`src/design/i2cmb_pkg.sv`:
```
// i2cmb_pkg: shared types and constants for the buffered I2C master.
// Used by i2cmb_core and i2c_master_buffered; no dependencies.
package i2cmb_pkg;

  localparam int unsigned BufDepthDflt  = 64;
  localparam logic [15:0] HalfPeriodRst = 16'd5;

  localparam logic [2:0] KIND_TICK  = 3'd0;
  localparam logic [2:0] KIND_PUSH  = 3'd1;
  localparam logic [2:0] KIND_WRITE = 3'd2;
  localparam logic [2:0] KIND_READ  = 3'd3;
  localparam logic [2:0] KIND_POP   = 3'd4;

  localparam logic [1:0] ST_OK       = 2'd0;
  localparam logic [1:0] ST_ADDR_NAK = 2'd1;
  localparam logic [1:0] ST_DATA_NAK = 2'd2;

  typedef enum logic [4:0] {
    PH_IDLE       = 5'd0,
    PH_HELD       = 5'd1,
    PH_PRE_A      = 5'd2,
    PH_PRE_B      = 5'd3,
    PH_START_A    = 5'd4,
    PH_START_B    = 5'd5,
    PH_TX_LOW     = 5'd6,
    PH_TX_HIGH    = 5'd7,
    PH_TXACK_LOW  = 5'd8,
    PH_TXACK_HIGH = 5'd9,
    PH_RX_LOW     = 5'd10,
    PH_RX_HIGH    = 5'd11,
    PH_RXACK_LOW  = 5'd12,
    PH_RXACK_HIGH = 5'd13,
    PH_STOP_0     = 5'd14,
    PH_STOP_A     = 5'd15,
    PH_STOP_B     = 5'd16,
    PH_HOLD_0     = 5'd17,
    PH_HOLD_A     = 5'd18
  } phase_t;

  typedef struct packed {
    logic       scl_low;
    logic       sda_low;
    logic       busy_res;
    logic       done_res;
    logic [1:0] status;
    logic [7:0] byte_out;
    logic       byte_valid;
    logic       accepted;
    logic [6:0] level;
  } result_t;

endpackage

```
`src/design/i2c_master_buffered.sv`:
```
// i2c_master_buffered: top level, three-entry result queue around i2cmb_core.
// Depends on i2cmb_pkg and i2cmb_core.
//
// Each request is one tick of the bus controller and is taken every cycle
// while the result queue has room; its result is registered, then queued.
// One result queue entry plus the result stage lets a new request enter while
// a result waits. SCL timing is half_period requests per half bit, stretched
// while the target holds SCL low. The byte buffer is a BUF_DEPTH x 8 memory
// with one write and one registered read port; entries never written read
// back undefined.
module i2c_master_buffered #(
  parameter int unsigned BUF_DEPTH = i2cmb_pkg::BufDepthDflt
) (
  input  logic        clk,
  input  logic        rst_n,
  input  logic        in_valid,
  output logic        in_stall,
  input  logic [2:0]  in_kind,
  input  logic [7:0]  in_byte_in,
  input  logic [6:0]  in_target_address,
  input  logic [6:0]  in_read_count,
  input  logic        in_send_stop,
  input  logic        in_scl_in,
  input  logic        in_sda_in,
  output logic        out_valid,
  input  logic        out_stall,
  output logic        out_scl_low,
  output logic        out_sda_low,
  output logic        out_busy_res,
  output logic        out_done_res,
  output logic [1:0]  out_status,
  output logic [7:0]  out_byte_out,
  output logic        out_byte_valid,
  output logic        out_accepted,
  output logic [6:0]  out_level,
  input  logic        cfg_wr_en,
  input  logic [15:0] cfg_wr_data
);

  localparam logic [1:0] QDepth = 2'd3;

  logic               take, res_valid, pop;
  i2cmb_pkg::result_t res, head;
  i2cmb_pkg::result_t q_r [3];
  logic [1:0]         wp_r, rp_r, cnt_r;

  assign in_stall = ({1'b0, cnt_r} + {2'b0, res_valid}) >= {1'b0, QDepth};
  assign take     = in_valid && !in_stall;

  i2cmb_core #(.BUF_DEPTH(BUF_DEPTH)) u_core (
    .clk            (clk),
    .rst_n          (rst_n),
    .take           (take),
    .kind           (in_kind),
    .byte_in        (in_byte_in),
    .target_address (in_target_address),
    .read_count     (in_read_count),
    .send_stop      (in_send_stop),
    .scl_in         (in_scl_in),
    .sda_in         (in_sda_in),
    .cfg_wr_en      (cfg_wr_en),
    .cfg_wr_data    (cfg_wr_data),
    .res_valid      (res_valid),
    .res            (res)
  );

  assign out_valid = (cnt_r != 2'd0);
  assign pop       = out_valid && !out_stall;
  assign head      = q_r[rp_r];

  always_ff @(posedge clk) begin
    if (res_valid) begin
      q_r[wp_r] <= res;
    end
  end

  always_ff @(posedge clk) begin
    if (!rst_n) begin
      wp_r  <= '0;
      rp_r  <= '0;
      cnt_r <= '0;
    end else begin
      if (res_valid) begin
        wp_r <= (wp_r == QDepth - 2'd1) ? 2'd0 : wp_r + 2'd1;
      end
      if (pop) begin
        rp_r <= (rp_r == QDepth - 2'd1) ? 2'd0 : rp_r + 2'd1;
      end
      cnt_r <= cnt_r + {1'b0, res_valid} - {1'b0, pop};
    end
  end

  assign out_scl_low    = head.scl_low;
  assign out_sda_low    = head.sda_low;
  assign out_busy_res   = head.busy_res;
  assign out_done_res   = head.done_res;
  assign out_status     = head.status;
  assign out_byte_out   = head.byte_out;
  assign out_byte_valid = head.byte_valid;
  assign out_accepted   = head.accepted;
  assign out_level      = head.level;

`ifndef SYNTHESIS
  a_cnt_max: assert property (@(posedge clk) disable iff (!rst_n)
    cnt_r <= QDepth)
    else $error("result queue overflow");
  a_no_take_full: assert property (@(posedge clk) disable iff (!rst_n)
    (cnt_r == QDepth) |-> !take)
    else $error("request taken with full queue");
  a_cnt_track: assert property (@(posedge clk) disable iff (!rst_n)
    (res_valid && !pop) |=> cnt_r == $past(cnt_r) + 2'd1)
    else $error("queue count lost a result");
`endif

endmodule

```
`src/design/i2cmb_core.sv`:
```
// i2cmb_core: bus sequencer, byte buffer and per-request result stage.
// Depends on i2cmb_pkg.
module i2cmb_core #(
  parameter int unsigned BUF_DEPTH = i2cmb_pkg::BufDepthDflt
) (
  input  logic              clk,
  input  logic              rst_n,
  input  logic              take,
  input  logic [2:0]        kind,
  input  logic [7:0]        byte_in,
  input  logic [6:0]        target_address,
  input  logic [6:0]        read_count,
  input  logic              send_stop,
  input  logic              scl_in,
  input  logic              sda_in,
  input  logic              cfg_wr_en,
  input  logic [15:0]       cfg_wr_data,
  output logic              res_valid,
  output i2cmb_pkg::result_t res
);

  localparam int CW = $clog2(BUF_DEPTH + 1);
  localparam int AW = (BUF_DEPTH > 1) ? $clog2(BUF_DEPTH) : 1;
  localparam logic [CW-1:0] DepthC = CW'(BUF_DEPTH);

  logic [7:0] mem [BUF_DEPTH];
  logic [7:0] mem_q;
  logic       mem_re, mem_we;
  logic [AW-1:0] mem_ra, mem_wa;
  logic [7:0] mem_wd;

  i2cmb_pkg::phase_t phase_r, phase_nxt;
  logic [CW-1:0] fill_r, fill_nxt, rp_r, rp_nxt, bytec_r, bytec_nxt;
  logic [15:0]   tick_r, tick_nxt, hp_r;
  logic [3:0]    bit_r, bit_nxt;
  logic [7:0]    shift_r, shift_nxt, sh;
  logic          shsel_r, shsel_nxt;
  logic          rd_r, rd_nxt, stop_r, stop_nxt;
  logic [1:0]    status_r, status_nxt;
  logic [6:0]    addr_r, addr_nxt;
  logic          pv_r, done_r, done_nxt, valid_r, valid_nxt, acc_r, acc_nxt;

  logic          ready, go, do_load, end_seq, rx_last;
  logic [16:0]   tick_inc;
  logic [15:0]   hp;
  logic [CW-1:0] ld_ptr;
  logic [CW:0]   bytec_inc;

  assign hp      = (hp_r == 16'd0) ? 16'd1 : hp_r;
  assign sh      = shsel_r ? mem_q : shift_r;
  assign rx_last = ({1'b0, bytec_r} + 1'b1) >= {1'b0, fill_r};

  always_comb begin
    phase_nxt  = phase_r;
    fill_nxt   = fill_r;
    rp_nxt     = rp_r;
    bytec_nxt  = bytec_r;
    tick_nxt   = tick_r;
    bit_nxt    = bit_r;
    shift_nxt  = shift_r;
    shsel_nxt  = shsel_r;
    rd_nxt     = rd_r;
    stop_nxt   = stop_r;
    status_nxt = status_r;
    addr_nxt   = addr_r;
    done_nxt   = 1'b0;
    valid_nxt  = 1'b0;
    acc_nxt    = 1'b0;
    mem_re     = 1'b0;
    mem_ra     = rp_r[AW-1:0];
    mem_we     = 1'b0;
    mem_wa     = fill_r[AW-1:0];
    mem_wd     = byte_in;
    ready      = 1'b1;
    go         = 1'b1;
    do_load    = 1'b0;
    end_seq    = 1'b0;
    ld_ptr     = rp_r;
    tick_inc   = {1'b0, tick_r} + 17'd1;
    bytec_inc  = {1'b0, bytec_r} + 1'b1;
    if (take) begin
      shift_nxt = sh;
      shsel_nxt = 1'b0;
      if (phase_r == i2cmb_pkg::PH_IDLE || phase_r == i2cmb_pkg::PH_HELD) begin
        case (kind)
          i2cmb_pkg::KIND_PUSH: begin
            if (fill_r < DepthC) begin
              mem_we   = 1'b1;
              fill_nxt = fill_r + 1'b1;
              acc_nxt  = 1'b1;
            end
          end
          i2cmb_pkg::KIND_POP: begin
            if (rp_r < fill_r) begin
              mem_re    = 1'b1;
              rp_nxt    = rp_r + 1'b1;
              valid_nxt = 1'b1;
            end
          end
          i2cmb_pkg::KIND_WRITE, i2cmb_pkg::KIND_READ: begin
            addr_nxt   = target_address;
            stop_nxt   = send_stop;
            rd_nxt     = (kind == i2cmb_pkg::KIND_READ);
            status_nxt = i2cmb_pkg::ST_OK;
            tick_nxt   = '0;
            bit_nxt    = '0;
            bytec_nxt  = '0;
            rp_nxt     = '0;
            if (kind == i2cmb_pkg::KIND_READ) begin
              fill_nxt  = (32'(read_count) < BUF_DEPTH) ? CW'(read_count) : DepthC;
              phase_nxt = i2cmb_pkg::PH_START_A;
            end else begin
              phase_nxt = i2cmb_pkg::PH_PRE_A;
            end
          end
          default: ;
        endcase
      end else begin
        if (tick_r == 16'd0) begin
          case (phase_r)
            i2cmb_pkg::PH_PRE_A, i2cmb_pkg::PH_STOP_A, i2cmb_pkg::PH_TX_HIGH,
            i2cmb_pkg::PH_TXACK_HIGH, i2cmb_pkg::PH_RX_HIGH,
            i2cmb_pkg::PH_RXACK_HIGH, i2cmb_pkg::PH_HOLD_A: ready = scl_in;
            i2cmb_pkg::PH_PRE_B, i2cmb_pkg::PH_STOP_B,
            i2cmb_pkg::PH_HOLD_0:                           ready = sda_in;
            i2cmb_pkg::PH_TX_LOW:    ready = sh[7] ? sda_in : 1'b1;
            i2cmb_pkg::PH_RXACK_LOW: ready = rx_last ? sda_in : 1'b1;
            default:                 ready = 1'b1;
          endcase
          if (ready) begin
            if (phase_r == i2cmb_pkg::PH_TXACK_HIGH) begin
              shift_nxt = {7'd0, sda_in};
            end else if (phase_r == i2cmb_pkg::PH_RX_HIGH) begin
              shift_nxt = {sh[6:0], sda_in};
            end
          end else begin
            go = 1'b0;
          end
        end
        if (go) begin
          if (tick_inc >= {1'b0, hp}) begin
            tick_nxt = '0;
            case (phase_r)
              i2cmb_pkg::PH_PRE_A:   phase_nxt = i2cmb_pkg::PH_PRE_B;
              i2cmb_pkg::PH_PRE_B:   phase_nxt = i2cmb_pkg::PH_START_A;
              i2cmb_pkg::PH_START_A: phase_nxt = i2cmb_pkg::PH_START_B;
              i2cmb_pkg::PH_START_B: begin
                shift_nxt = {addr_r, rd_r};
                bit_nxt   = '0;
                bytec_nxt = '0;
                phase_nxt = i2cmb_pkg::PH_TX_LOW;
              end
              i2cmb_pkg::PH_TX_LOW: phase_nxt = i2cmb_pkg::PH_TX_HIGH;
              i2cmb_pkg::PH_TX_HIGH: begin
                shift_nxt = {shift_nxt[6:0], 1'b0};
                bit_nxt   = bit_r + 4'd1;
                phase_nxt = (bit_nxt >= 4'd8) ? i2cmb_pkg::PH_TXACK_LOW
                                              : i2cmb_pkg::PH_TX_LOW;
              end
              i2cmb_pkg::PH_TXACK_LOW: phase_nxt = i2cmb_pkg::PH_TXACK_HIGH;
              i2cmb_pkg::PH_TXACK_HIGH: begin
                if (bytec_r == '0) begin
                  if (shift_nxt[0]) begin
                    status_nxt = i2cmb_pkg::ST_ADDR_NAK;
                    if (rd_r) begin
                      fill_nxt = '0;
                      rp_nxt   = '0;
                    end
                    end_seq = 1'b1;
                  end else if (rd_r) begin
                    if (fill_r == '0) begin
                      end_seq = 1'b1;
                    end else begin
                      shift_nxt = '0;
                      bit_nxt   = '0;
                      phase_nxt = i2cmb_pkg::PH_RX_LOW;
                    end
                  end else begin
                    bytec_nxt = CW'(1);
                    do_load   = 1'b1;
                    ld_ptr    = rp_r;
                  end
                end else if (shift_nxt[0]) begin
                  status_nxt = i2cmb_pkg::ST_DATA_NAK;
                  end_seq    = 1'b1;
                end else begin
                  ld_ptr  = rp_r + 1'b1;
                  rp_nxt  = ld_ptr;
                  do_load = 1'b1;
                end
                if (do_load) begin
                  if (ld_ptr < fill_r) begin
                    // next byte comes out of the buffer on the next clock
                    mem_re    = 1'b1;
                    mem_ra    = ld_ptr[AW-1:0];
                    shsel_nxt = 1'b1;
                    bit_nxt   = '0;
                    phase_nxt = i2cmb_pkg::PH_TX_LOW;
                  end else begin
                    end_seq = 1'b1;
                  end
                end
              end
              i2cmb_pkg::PH_RX_LOW: phase_nxt = i2cmb_pkg::PH_RX_HIGH;
              i2cmb_pkg::PH_RX_HIGH: begin
                bit_nxt = bit_r + 4'd1;
                if (bit_nxt >= 4'd8) begin
                  mem_we    = 1'b1;
                  mem_wa    = bytec_r[AW-1:0];
                  mem_wd    = shift_nxt;
                  phase_nxt = i2cmb_pkg::PH_RXACK_LOW;
                end else begin
                  phase_nxt = i2cmb_pkg::PH_RX_LOW;
                end
              end
              i2cmb_pkg::PH_RXACK_LOW: phase_nxt = i2cmb_pkg::PH_RXACK_HIGH;
              i2cmb_pkg::PH_RXACK_HIGH: begin
                bytec_nxt = bytec_inc[CW-1:0];
                if (bytec_inc >= {1'b0, fill_r}) begin
                  end_seq = 1'b1;
                end else begin
                  shift_nxt = '0;
                  bit_nxt   = '0;
                  phase_nxt = i2cmb_pkg::PH_RX_LOW;
                end
              end
              i2cmb_pkg::PH_STOP_0: phase_nxt = i2cmb_pkg::PH_STOP_A;
              i2cmb_pkg::PH_STOP_A: phase_nxt = i2cmb_pkg::PH_STOP_B;
              i2cmb_pkg::PH_HOLD_0: phase_nxt = i2cmb_pkg::PH_HOLD_A;
              i2cmb_pkg::PH_STOP_B, i2cmb_pkg::PH_HOLD_A: begin
                phase_nxt = (phase_r == i2cmb_pkg::PH_STOP_B) ? i2cmb_pkg::PH_IDLE
                                                              : i2cmb_pkg::PH_HELD;
                done_nxt  = 1'b1;
                if (!rd_r) begin
                  fill_nxt = '0;
                  rp_nxt   = '0;
                end
              end
              default: phase_nxt = i2cmb_pkg::PH_IDLE;
            endcase
            if (end_seq) begin
              phase_nxt = stop_r ? i2cmb_pkg::PH_STOP_0 : i2cmb_pkg::PH_HOLD_0;
            end
          end else begin
            tick_nxt = tick_inc[15:0];
          end
        end
      end
    end
  end

  always_ff @(posedge clk) begin
    if (mem_we) begin
      mem[mem_wa] <= mem_wd;
    end
    if (mem_re) begin
      mem_q <= mem[mem_ra];
    end
  end

  always_ff @(posedge clk) begin
    if (!rst_n) begin
      phase_r  <= i2cmb_pkg::PH_IDLE;
      fill_r   <= '0;
      rp_r     <= '0;
      bytec_r  <= '0;
      tick_r   <= '0;
      bit_r    <= '0;
      shift_r  <= '0;
      shsel_r  <= 1'b0;
      rd_r     <= 1'b0;
      stop_r   <= 1'b0;
      status_r <= i2cmb_pkg::ST_OK;
      addr_r   <= '0;
      hp_r     <= i2cmb_pkg::HalfPeriodRst;
      pv_r     <= 1'b0;
    end else begin
      phase_r  <= phase_nxt;
      fill_r   <= fill_nxt;
      rp_r     <= rp_nxt;
      bytec_r  <= bytec_nxt;
      tick_r   <= tick_nxt;
      bit_r    <= bit_nxt;
      shift_r  <= shift_nxt;
      shsel_r  <= shsel_nxt;
      rd_r     <= rd_nxt;
      stop_r   <= stop_nxt;
      status_r <= status_nxt;
      addr_r   <= addr_nxt;
      pv_r     <= take;
      if (cfg_wr_en) begin
        hp_r <= cfg_wr_data;
      end
    end
  end

  always_ff @(posedge clk) begin
    if (take) begin
      done_r  <= done_nxt;
      valid_r <= valid_nxt;
      acc_r   <= acc_nxt;
    end
  end

  // Result of the last request, built from the state it left behind.
  always_comb begin
    res            = '0;
    res.busy_res   = (phase_r != i2cmb_pkg::PH_IDLE) && (phase_r != i2cmb_pkg::PH_HELD);
    res.done_res   = done_r;
    res.status     = status_r;
    res.byte_out   = valid_r ? mem_q : 8'd0;
    res.byte_valid = valid_r;
    res.accepted   = acc_r;
    res.level      = 7'(fill_r - rp_r);
    case (phase_r)
      i2cmb_pkg::PH_HELD, i2cmb_pkg::PH_PRE_A, i2cmb_pkg::PH_START_A,
      i2cmb_pkg::PH_STOP_A: res.sda_low = 1'b1;
      i2cmb_pkg::PH_START_B, i2cmb_pkg::PH_STOP_0: begin
        res.scl_low = 1'b1;
        res.sda_low = 1'b1;
      end
      i2cmb_pkg::PH_TX_LOW: begin
        res.scl_low = 1'b1;
        res.sda_low = !sh[7];
      end
      i2cmb_pkg::PH_TX_HIGH: res.sda_low = !sh[7];
      i2cmb_pkg::PH_TXACK_LOW, i2cmb_pkg::PH_RX_LOW,
      i2cmb_pkg::PH_HOLD_0: res.scl_low = 1'b1;
      i2cmb_pkg::PH_RXACK_LOW: begin
        res.scl_low = 1'b1;
        res.sda_low = !rx_last;
      end
      i2cmb_pkg::PH_RXACK_HIGH: res.sda_low = !rx_last;
      default: ;
    endcase
  end

  assign res_valid = pv_r;

`ifndef SYNTHESIS
  a_shsel_tx: assert property (@(posedge clk) disable iff (!rst_n)
    shsel_r |-> (phase_r == i2cmb_pkg::PH_TX_LOW || phase_r == i2cmb_pkg::PH_TX_HIGH))
    else $error("buffer byte pending outside transmit");
  a_rp_fill: assert property (@(posedge clk) disable iff (!rst_n)
    rp_r <= fill_r && fill_r <= DepthC)
    else $error("buffer pointers out of order");
  a_done_idle: assert property (@(posedge clk) disable iff (!rst_n)
    (pv_r && done_r) |-> !res.busy_res)
    else $error("done while busy");
`endif

endmodule

```
`config.mk`:
```
export PLATFORM = sky130hd
export DESIGN_NAME = i2c_master_buffered
export DESIGN_NICKNAME = d
export VERILOG_FILES = /design/src/design/i2cmb_pkg.sv /design/src/design/i2c_master_buffered.sv /design/src/design/i2cmb_core.sv
export SDC_FILE = /design/constraint.sdc
export NUM_CORES = 1
export LEC_CHECK = 0
export BUFFER_PORTS_ARGS = -buffer_cell sky130_fd_sc_hd__buf_2
export CAP_MARGIN = 20
export CORE_MARGIN = 5
export CORE_UTILIZATION = 40
export CTS_BUF_LIST = sky130_fd_sc_hd__clkbuf_4 sky130_fd_sc_hd__clkbuf_8
export CTS_CLUSTER_DIAMETER = 150
export DETAILED_ROUTE_END_ITERATION = 10
export SLEW_MARGIN = 20
export SYNTH_ARGS = -nofsm -noshare
export SYNTH_HDL_FRONTEND = slang
export SYNTH_SLANG_ARGS = --single-unit
```
`constraint.sdc`:
```
create_clock -name clk -period 13.2 [get_ports clk]
set_clock_uncertainty 0.05 [all_clocks]
set_input_delay 0 -clock clk [delete_from_list [all_inputs] [get_ports clk]]
set_output_delay 0 -clock clk [all_outputs]
set_load 0.005 [all_outputs]
```
; ---- Word level (Yosys, flattened, before mapping)
; Memory sizes are Yosys's and may differ from the RTL's. A register that Yosys moved wholly into a read port is not among the register bits.
; Cells that the tools add are included.
[word_totals]
ff_bits = 92
inputBits = 49
wordCells = 298
ram_bits = 581
memories = 2
[op_classes]
n_mux = 174
n_lt_le_gt_ge = 8
n_reduce_logical = 40
eq_ne = 41
n_addsub = 11
bitwise = 2
[memory_table]
columns = memory, depth, word_bits, read_ports, rd_ports_with_merged_regs, wr, line_no
row1 = u_core.mem, 64, 8, 1, 1, 1, i2cmb_core.sv:26  ; logic [7:0] mem [BUF_DEPTH];
row2 = q_r, 3, 23, 1, 1, 1, i2c_master_buffered.sv:44  ; i2cmb_pkg::result_t q_r [3];
[ops]
columns = op, n
row1 = $mux W7, 29
row2 = $mux W8, 22
row3 = $mux W16, 5
row4 = $pmux W5 S16, 1
row5 = $mux W6, 13
row6 = $mux W5, 13
row7 = $pmux W7 S2, 4
row8 = $mux W1, 55
row9 = $mux W4, 12
row10 = $eq A5 B4 Y1 const B, 8
row11 = $logic_not A16 Y1, 2
row12 = $pmux W8 S4, 1
row13 = $mux W2, 12
row14 = $ne A3 B3 Y1 const B, 8
row15 = $pmux W7 S3, 1
row16 = $eq A5 B3 Y1 const B, 4
row17 = $add A16 B1 Y17 const B, 1
row18 = $ge A17 B16 Y1, 1
row19 = $pmux W4 S4, 1
row20 = $eq A5 B5 Y1 const B, 3
row21 = $add A7 B1 Y7 const B, 2
row22 = $logic_not A7 Y1, 2
row23 = $lt A7 B7 Y1, 2
row24 = $lt A7 B7 Y1 const B, 2
row25 = other kinds (46), 72

; ---- Depth between registers and ports, before layout
[logic_depth]
word_depth = 30
ltp_mapped = 27
ltp_nobuf = 21

; ---- Hierarchy
; A second synthesis with hierarchy kept.
[hier_totals]
cells_unflattened = 2547
hier_area_um2 = 30988.5
[by_module_without_submodules]
columns = mod, n_inst, area_each_um2, cells_per_inst
row1 = i2cmb_core, 1, 28036.9, 2361
row2 = i2c_master_buffered, 1, 2951.6, 186

; ---- Worst setup path after synthesis
; Ideal clock, no wire load.
[synth_timing]
kind = register to register
from = register u_core.tick_r[0]
to = memory u_core.mem[0][0], data pin
arrival_ns = 6.174
stages_incl_launch_ff = 20
slack_ns = 6.274
path_buffers = 4
required_ns = 12.448
setup_time_ns = 0.702
path_cell_list = dfxtp_1 > ha_1 > and3_1 > buf_2 > nand4_2 > inv_1 > nand2_1 > xnor2_1 > ha_1 > nand4_1 > nor2_1 > a21bo_2 > a221o_1 > and2_0 > buf_2 > nor3_1 > nand4_1 > clkbuf_1 > buf_1 > o21ai_0
[synth_between]
elab_chain_len = 10
[synth_rtl]
columns = element, line_no
row1 = start: declaration, i2cmb_core.sv:34  ; logic [15:0] tick_r, tick_nxt, hp_r;
row2 = start signal: assignment, i2cmb_core.sv:282  ; tick_r <= tick_nxt;
row3 = "parallel branches: the longest is 7 deep, another holds $add A16 B1 Y17", -
row4 = $mux W8 (*), i2cmb_core.sv:140  ; if (go) begin
row5 = $mux W8 (*), i2cmb_core.sv:84  ; if (phase_r == i2cmb_pkg::PH_IDLE || phase_r == i2cmb_pkg::PH_HELD) begin
row6 = $mux W8 (*), i2cmb_core.sv:81  ; if (take) begin
row7 = net u_core.mem_wd[0], i2cmb_core.sv:30  ; logic [7:0] mem_wd;
row8 = end: declaration, i2cmb_core.sv:26
; Mark *: on every way through the listed nets, which the timed path passes. The select of a mux whose other input is x is not followed.

; ---- Worst setup path in the final report
[layout_timing]
from = register u_core.phase_r[3]
to = register u_core.mem_q[3], read port of u_core.mem, data pin
[layout_between]
elab_chain_len = 25
[layout_rtl]
columns = element, line_no
row1 = start: declaration, i2cmb_core.sv:32  ; i2cmb_pkg::phase_t phase_r, phase_nxt;
row2 = start signal: assignment, i2cmb_core.sv:263  ; phase_r <= i2cmb_pkg::PH_IDLE;
row3 = start signal: assignment, i2cmb_core.sv:278  ; phase_r <= phase_nxt;
row4 = "$eq A5 B5 Y1, or another cell as far along", i2cmb_core.sv:120  ; case (phase_r)
row5 = $reduce_or A7 Y1 or $reduce_or A3 Y1 (tied branches), i2cmb_core.sv:120
row6 = $pmux W1 S4, i2cmb_core.sv:120
row7 = $mux W1, i2cmb_core.sv:119  ; if (tick_r == 16'd0) begin
row8 = $mux W1, i2cmb_core.sv:84
row9 = $mux W1, i2cmb_core.sv:81
row10 = $mux W8, i2cmb_core.sv:130  ; if (ready) begin
row11 = $mux W8, i2cmb_core.sv:119
row12 = [9 not listed], -
row13 = $lt A7 B7 Y1, i2cmb_core.sv:192  ; if (ld_ptr < fill_r) begin
row14 = $mux W6 or $mux W1 (tied branches), i2cmb_core.sv:192
row15 = $mux W6 or $mux W1 (tied branches), i2cmb_core.sv:191  ; if (do_load) begin
row16 = $mux W6 or $mux W1 (tied branches), i2cmb_core.sv:143  ; case (phase_r)
row17 = $mux W6 or $mux W1 (tied branches), i2cmb_core.sv:141  ; if (tick_inc >= {1'b0, hp}) begin
row18 = $mux W6 or $mux W1 (tied branches), i2cmb_core.sv:140
row19 = $mux W6 or $mux W1 (tied branches), i2cmb_core.sv:84
row20 = $mux W6 or $mux W1 (tied branches), i2cmb_core.sv:81
row21 = end: declaration, i2cmb_core.sv:27  ; logic [7:0] mem_q;
; Several ways; a longest one is shown, not always the timed one. The select of a mux whose other input is x is not followed.
; A chain may end at the register's enable or synchronous reset.

==> impl_metrics.env <==
export IMPL_core_mm2=0.0802
export IMPL_multi_input_area_mm2=0.0117
export IMPL_dr_total_vias=24000
export IMPL_yosys_top_cells_area="edfxtp_1 55%, dfxtp_1 5.7%, o221ai_1 3.0%, nand2_1 3.0%, mux2i_1 2.6%"
export IMPL_stdcell_area_mm2=0.0371
export IMPL_cts_root_buffer="clkbuf_8"
export IMPL_vdd_drop_max_mv=0.0822
export IMPL_cp_common_cell="buf_4"
export IMPL_cts_repair_resize_count=0
export IMPL_yosys_most_used_dff="edfxtp_1"
export IMPL_placed_area_mm2=0.0336
export IMPL_yosysWarnings=0
export IMPL_track_usage_pct=21.8
export IMPL_synth_seq_cells=683
export IMPL_fin_util_pct=46.2
export IMPL_critical_path_arrival_ps=8230
export IMPL_syn_avg_cell_area_um2=12.0
export IMPL_h_tree_depth=3
export IMPL_fmax_ghz=0.128
export IMPL_vias_per_cell=5.97
export IMPL_cap_violations=0
export IMPL_place_gp_congestion=0.943
export IMPL_io_pins=74
export IMPL_ant_nets=0
export IMPL_die_y_um=294
export IMPL_drc_errors=0
export IMPL_grt_first_pass_wirelength_um=146000
export IMPL_worstSkewPairLatency_ps=740
export IMPL_worstSetupStartpointType="register"
export IMPL_crit_family="simple AND/OR/NAND/NOR gates"
export IMPL_worst_pin_slew_ps=1100
export IMPL_setup_viol=0
export IMPL_syn_instance_count=2692
export IMPL_gr_total_overflow=0
export IMPL_period_needed_ps=7800
export IMPL_cts_inserted_buffers=110
export IMPL_avgRoutedWirePerCell_um=24.2
export IMPL_crit_type="register to register"
export IMPL_grt_pass1_vias=23500
export IMPL_ys_types=84
export IMPL_status="complete, no violations"
export IMPL_yosysMostFrequentCell="edfxtp_1"
export IMPL_clock_path_buffers=3
export IMPL_synth_area_mm2=0.0322
export IMPL_clkSlewWorstSetupHoldPaths_ps=60
export IMPL_synth_top_area_share_pct=55.3
export IMPL_antenna_found_initial=6
export IMPL_die_x_um=294
export IMPL_nNetsFinal=2956
export IMPL_cp_num_buf_inv=2
export IMPL_synth_sequential_area_ratio_pct=60.9
export IMPL_first_pass_iters=9
export IMPL_port_buffer_count=73
export IMPL_cts_tree="built"
export IMPL_drt_iter0_markers=2549
export IMPL_required_ps=13630
export IMPL_period_share_pct=59.1
export IMPL_area_delta_synth_final_pct=15.2
export IMPL_seqCellArea_mm2=0.0196
export IMPL_syn_nets=2791
export IMPL_placementRows=104
export IMPL_ys_top_cells_by_count="592 x edfxtp_1, 256 x nand2_1, 147 x nor2_1"
export IMPL_hp_class="primary input to register"
export IMPL_finalHoldViolCount=0
export IMPL_crit_path_top_delay_cell="dfxtp_1"
export IMPL_wl_um=97100
export IMPL_synthArstFlopShare_pct=0
export IMPL_relSlewSlack_pct=25.9
export IMPL_crit_path_end_kind="register"
export IMPL_rsz0062_at_grt="no"
export IMPL_grt_max_degree=93
export IMPL_slew_violations=0
export IMPL_dp_hpwl_um=61100
export IMPL_synth_top_area_cell="edfxtp_1"
export IMPL_cts_sinks=683
export IMPL_nFillCells=7220
export IMPL_dieArea_mm2=0.0862
export IMPL_drive_gt1_share_pct=13.1
export IMPL_synth_edff_count=592
export IMPL_tns_ps=0
export IMPL_p_per_area_mw_per_mm2=153
export IMPL_p_leak_nw=12.4
export IMPL_initial_utilization_pct=40.1
export IMPL_crit_chain="nand3b_1 -> a211o_1 -> o21ba_2 -> o21ai_1 -> nor2_1 -> xnor2_1 -> ha_1 -> a21oi_1 -> nor2b_1 -> o21ai_0 -> nand2_1 -> or3_1 -> or4_4 -> o21ai_2 -> buf_4 -> and2_2 -> buf_4 -> mux2i_1 -> a32oi_1 -> a31o_1 -> and4_1"
export IMPL_path_max_fanout=47
export IMPL_slowest_delay_ps=910
export IMPL_holdWs_ps=104
==> what timing repair did <==
| action | 4_1_cts | 5_1_grt |
|---|---|---|
| hold buffers | 132 | 0 |
| hold endpoints to repair | 101 | 0 |
| setup buffers | 0 | 0 |
==> final timing paths <==
kind | startpoint | to | slack (ps) | depth (start not counted)
max | u_core.phase_r[3] | u_core.mem_q[3] | 5400 | 21
min | in_byte_in[6] | u_core.mem[25][6] | 100 | 4
max reg2reg | u_core.phase_r[3] | u_core.mem_q[3] | 5400 | 21
min reg2reg | u_core.done_r | q_r[2][19] | 440 | 0
==> cells in the final DEF, fill, tap and decap left out, types with 53 or more instances in the layout <==
cell type / n
edfxtp_1: 592
nand2_1: 248
nor2_1: 146
o21ai_0: 142
dlygate4sd3_1: 132
o221ai_1: 112
clkbuf_8: 111
a21oi_1: 108
dfxtp_1: 89
mux2i_1: 83
buf_2: 74
a211oi_1: 67
o22ai_1: 64
and3_1: 57
inv_1: 56
nand3_1: 53
==> power by group <==
group	total (mW)	switching, mW	leakage, nW	internal (mW)
combinational	1.33	0.846	5.16	0.487
sequential	2.52	0.0878	6.08	2.43
clock	1.81	0.863	1.15	0.946
total	5.66	1.80	12.4	3.86
==> state kept, by name, indices dropped and copies added (netlist names), named ones only <==
register	count
u_core.tick_r	16
u_core.addr_r	7
u_core.mem_q	8
u_core.res_valid	1
u_core.bit_r	4
u_core.hp_r	16
u_core.rp_r	7
u_core.stop_r	1
u_core.bytec_r	7
u_core.acc_r	1
rp_r	2
cnt_r	2
u_core.shsel_r	1
u_core.rd_r	1
wp_r	2
u_core.status_r	2
q_r	69
u_core.valid_r	1
u_core.phase_r	5
u_core.shift_r	8
u_core.fill_r	7
u_core.done_r	1
u_core.mem	512
==> metrics by stage <==
| step | total power, mW | cells | setup slack [ps] |
|---|---|---|---|
| after floorplan | 3.42 | 2692 | 6270 |
| after global placement | 3.79 | 3672 | 5740 |
| after detailed placement | 3.82 | 3672 | 5610 |
| after CTS | 5.68 | 4007 | 5550 |
| after global routing | 5.92 | 4012 | 4940 |
| final | 5.66 | 4012 | 5400 |
==> kinds of logic (layout without fill, tap and decap cells) <==
| group | after synthesis | count (layout) | synth area share, % |
|---|---|---|---|
| compound gates | 827 | 827 | 18.3 |
| simple gates | 725 | 725 | 11.1 |
| flops | 683 | 683 | 60.9 |
| buf+inv | 263 | 519 | 3.29 |
| mux | 107 | 107 | 3.42 |
| fa+ha+maj | 50 | 50 | 1.97 |
| xor+xnor | 37 | 37 | 1.01 |
| other cells | 0 | 4 | 0 |
==> worst register-to-register path, delay by kind of cell, from the launching register on <==
family	cells	cell delay [ps]
AOI/OAI and AO/OA	8	2110
xor gates and xnor gates	1	180
adders and majority gates	1	310
buffers and inverters	2	1060
DFF	1	910
muxes	1	260
and+or+nand+nor	8	2700
==> metal layers <==
layer  routed length (µm)  global-route usage, %  part of all wire (%)
met5                    0                      0                     0
met4                 3900                   9.12                   4.0
met3                 7340                   3.99                   7.6
met2                45700                   35.5                    47
met1                40100                   28.8                    41
==> cell type report <==
class | instances | share of cell area [%]
Antenna cell | 4 | 0.0270
Clock buffer | 152 | 4.95
Clock inverter | 51 | 0.871
Inverter | 58 | 0.587
Multi-Input combinational cell | 1746 | 31.5
Sequential cell | 683 | 52.9
Tap cell | 1060 | 3.58
Timing Repair Buffer | 258 | 5.62
(Power assumes the default switching activity.)
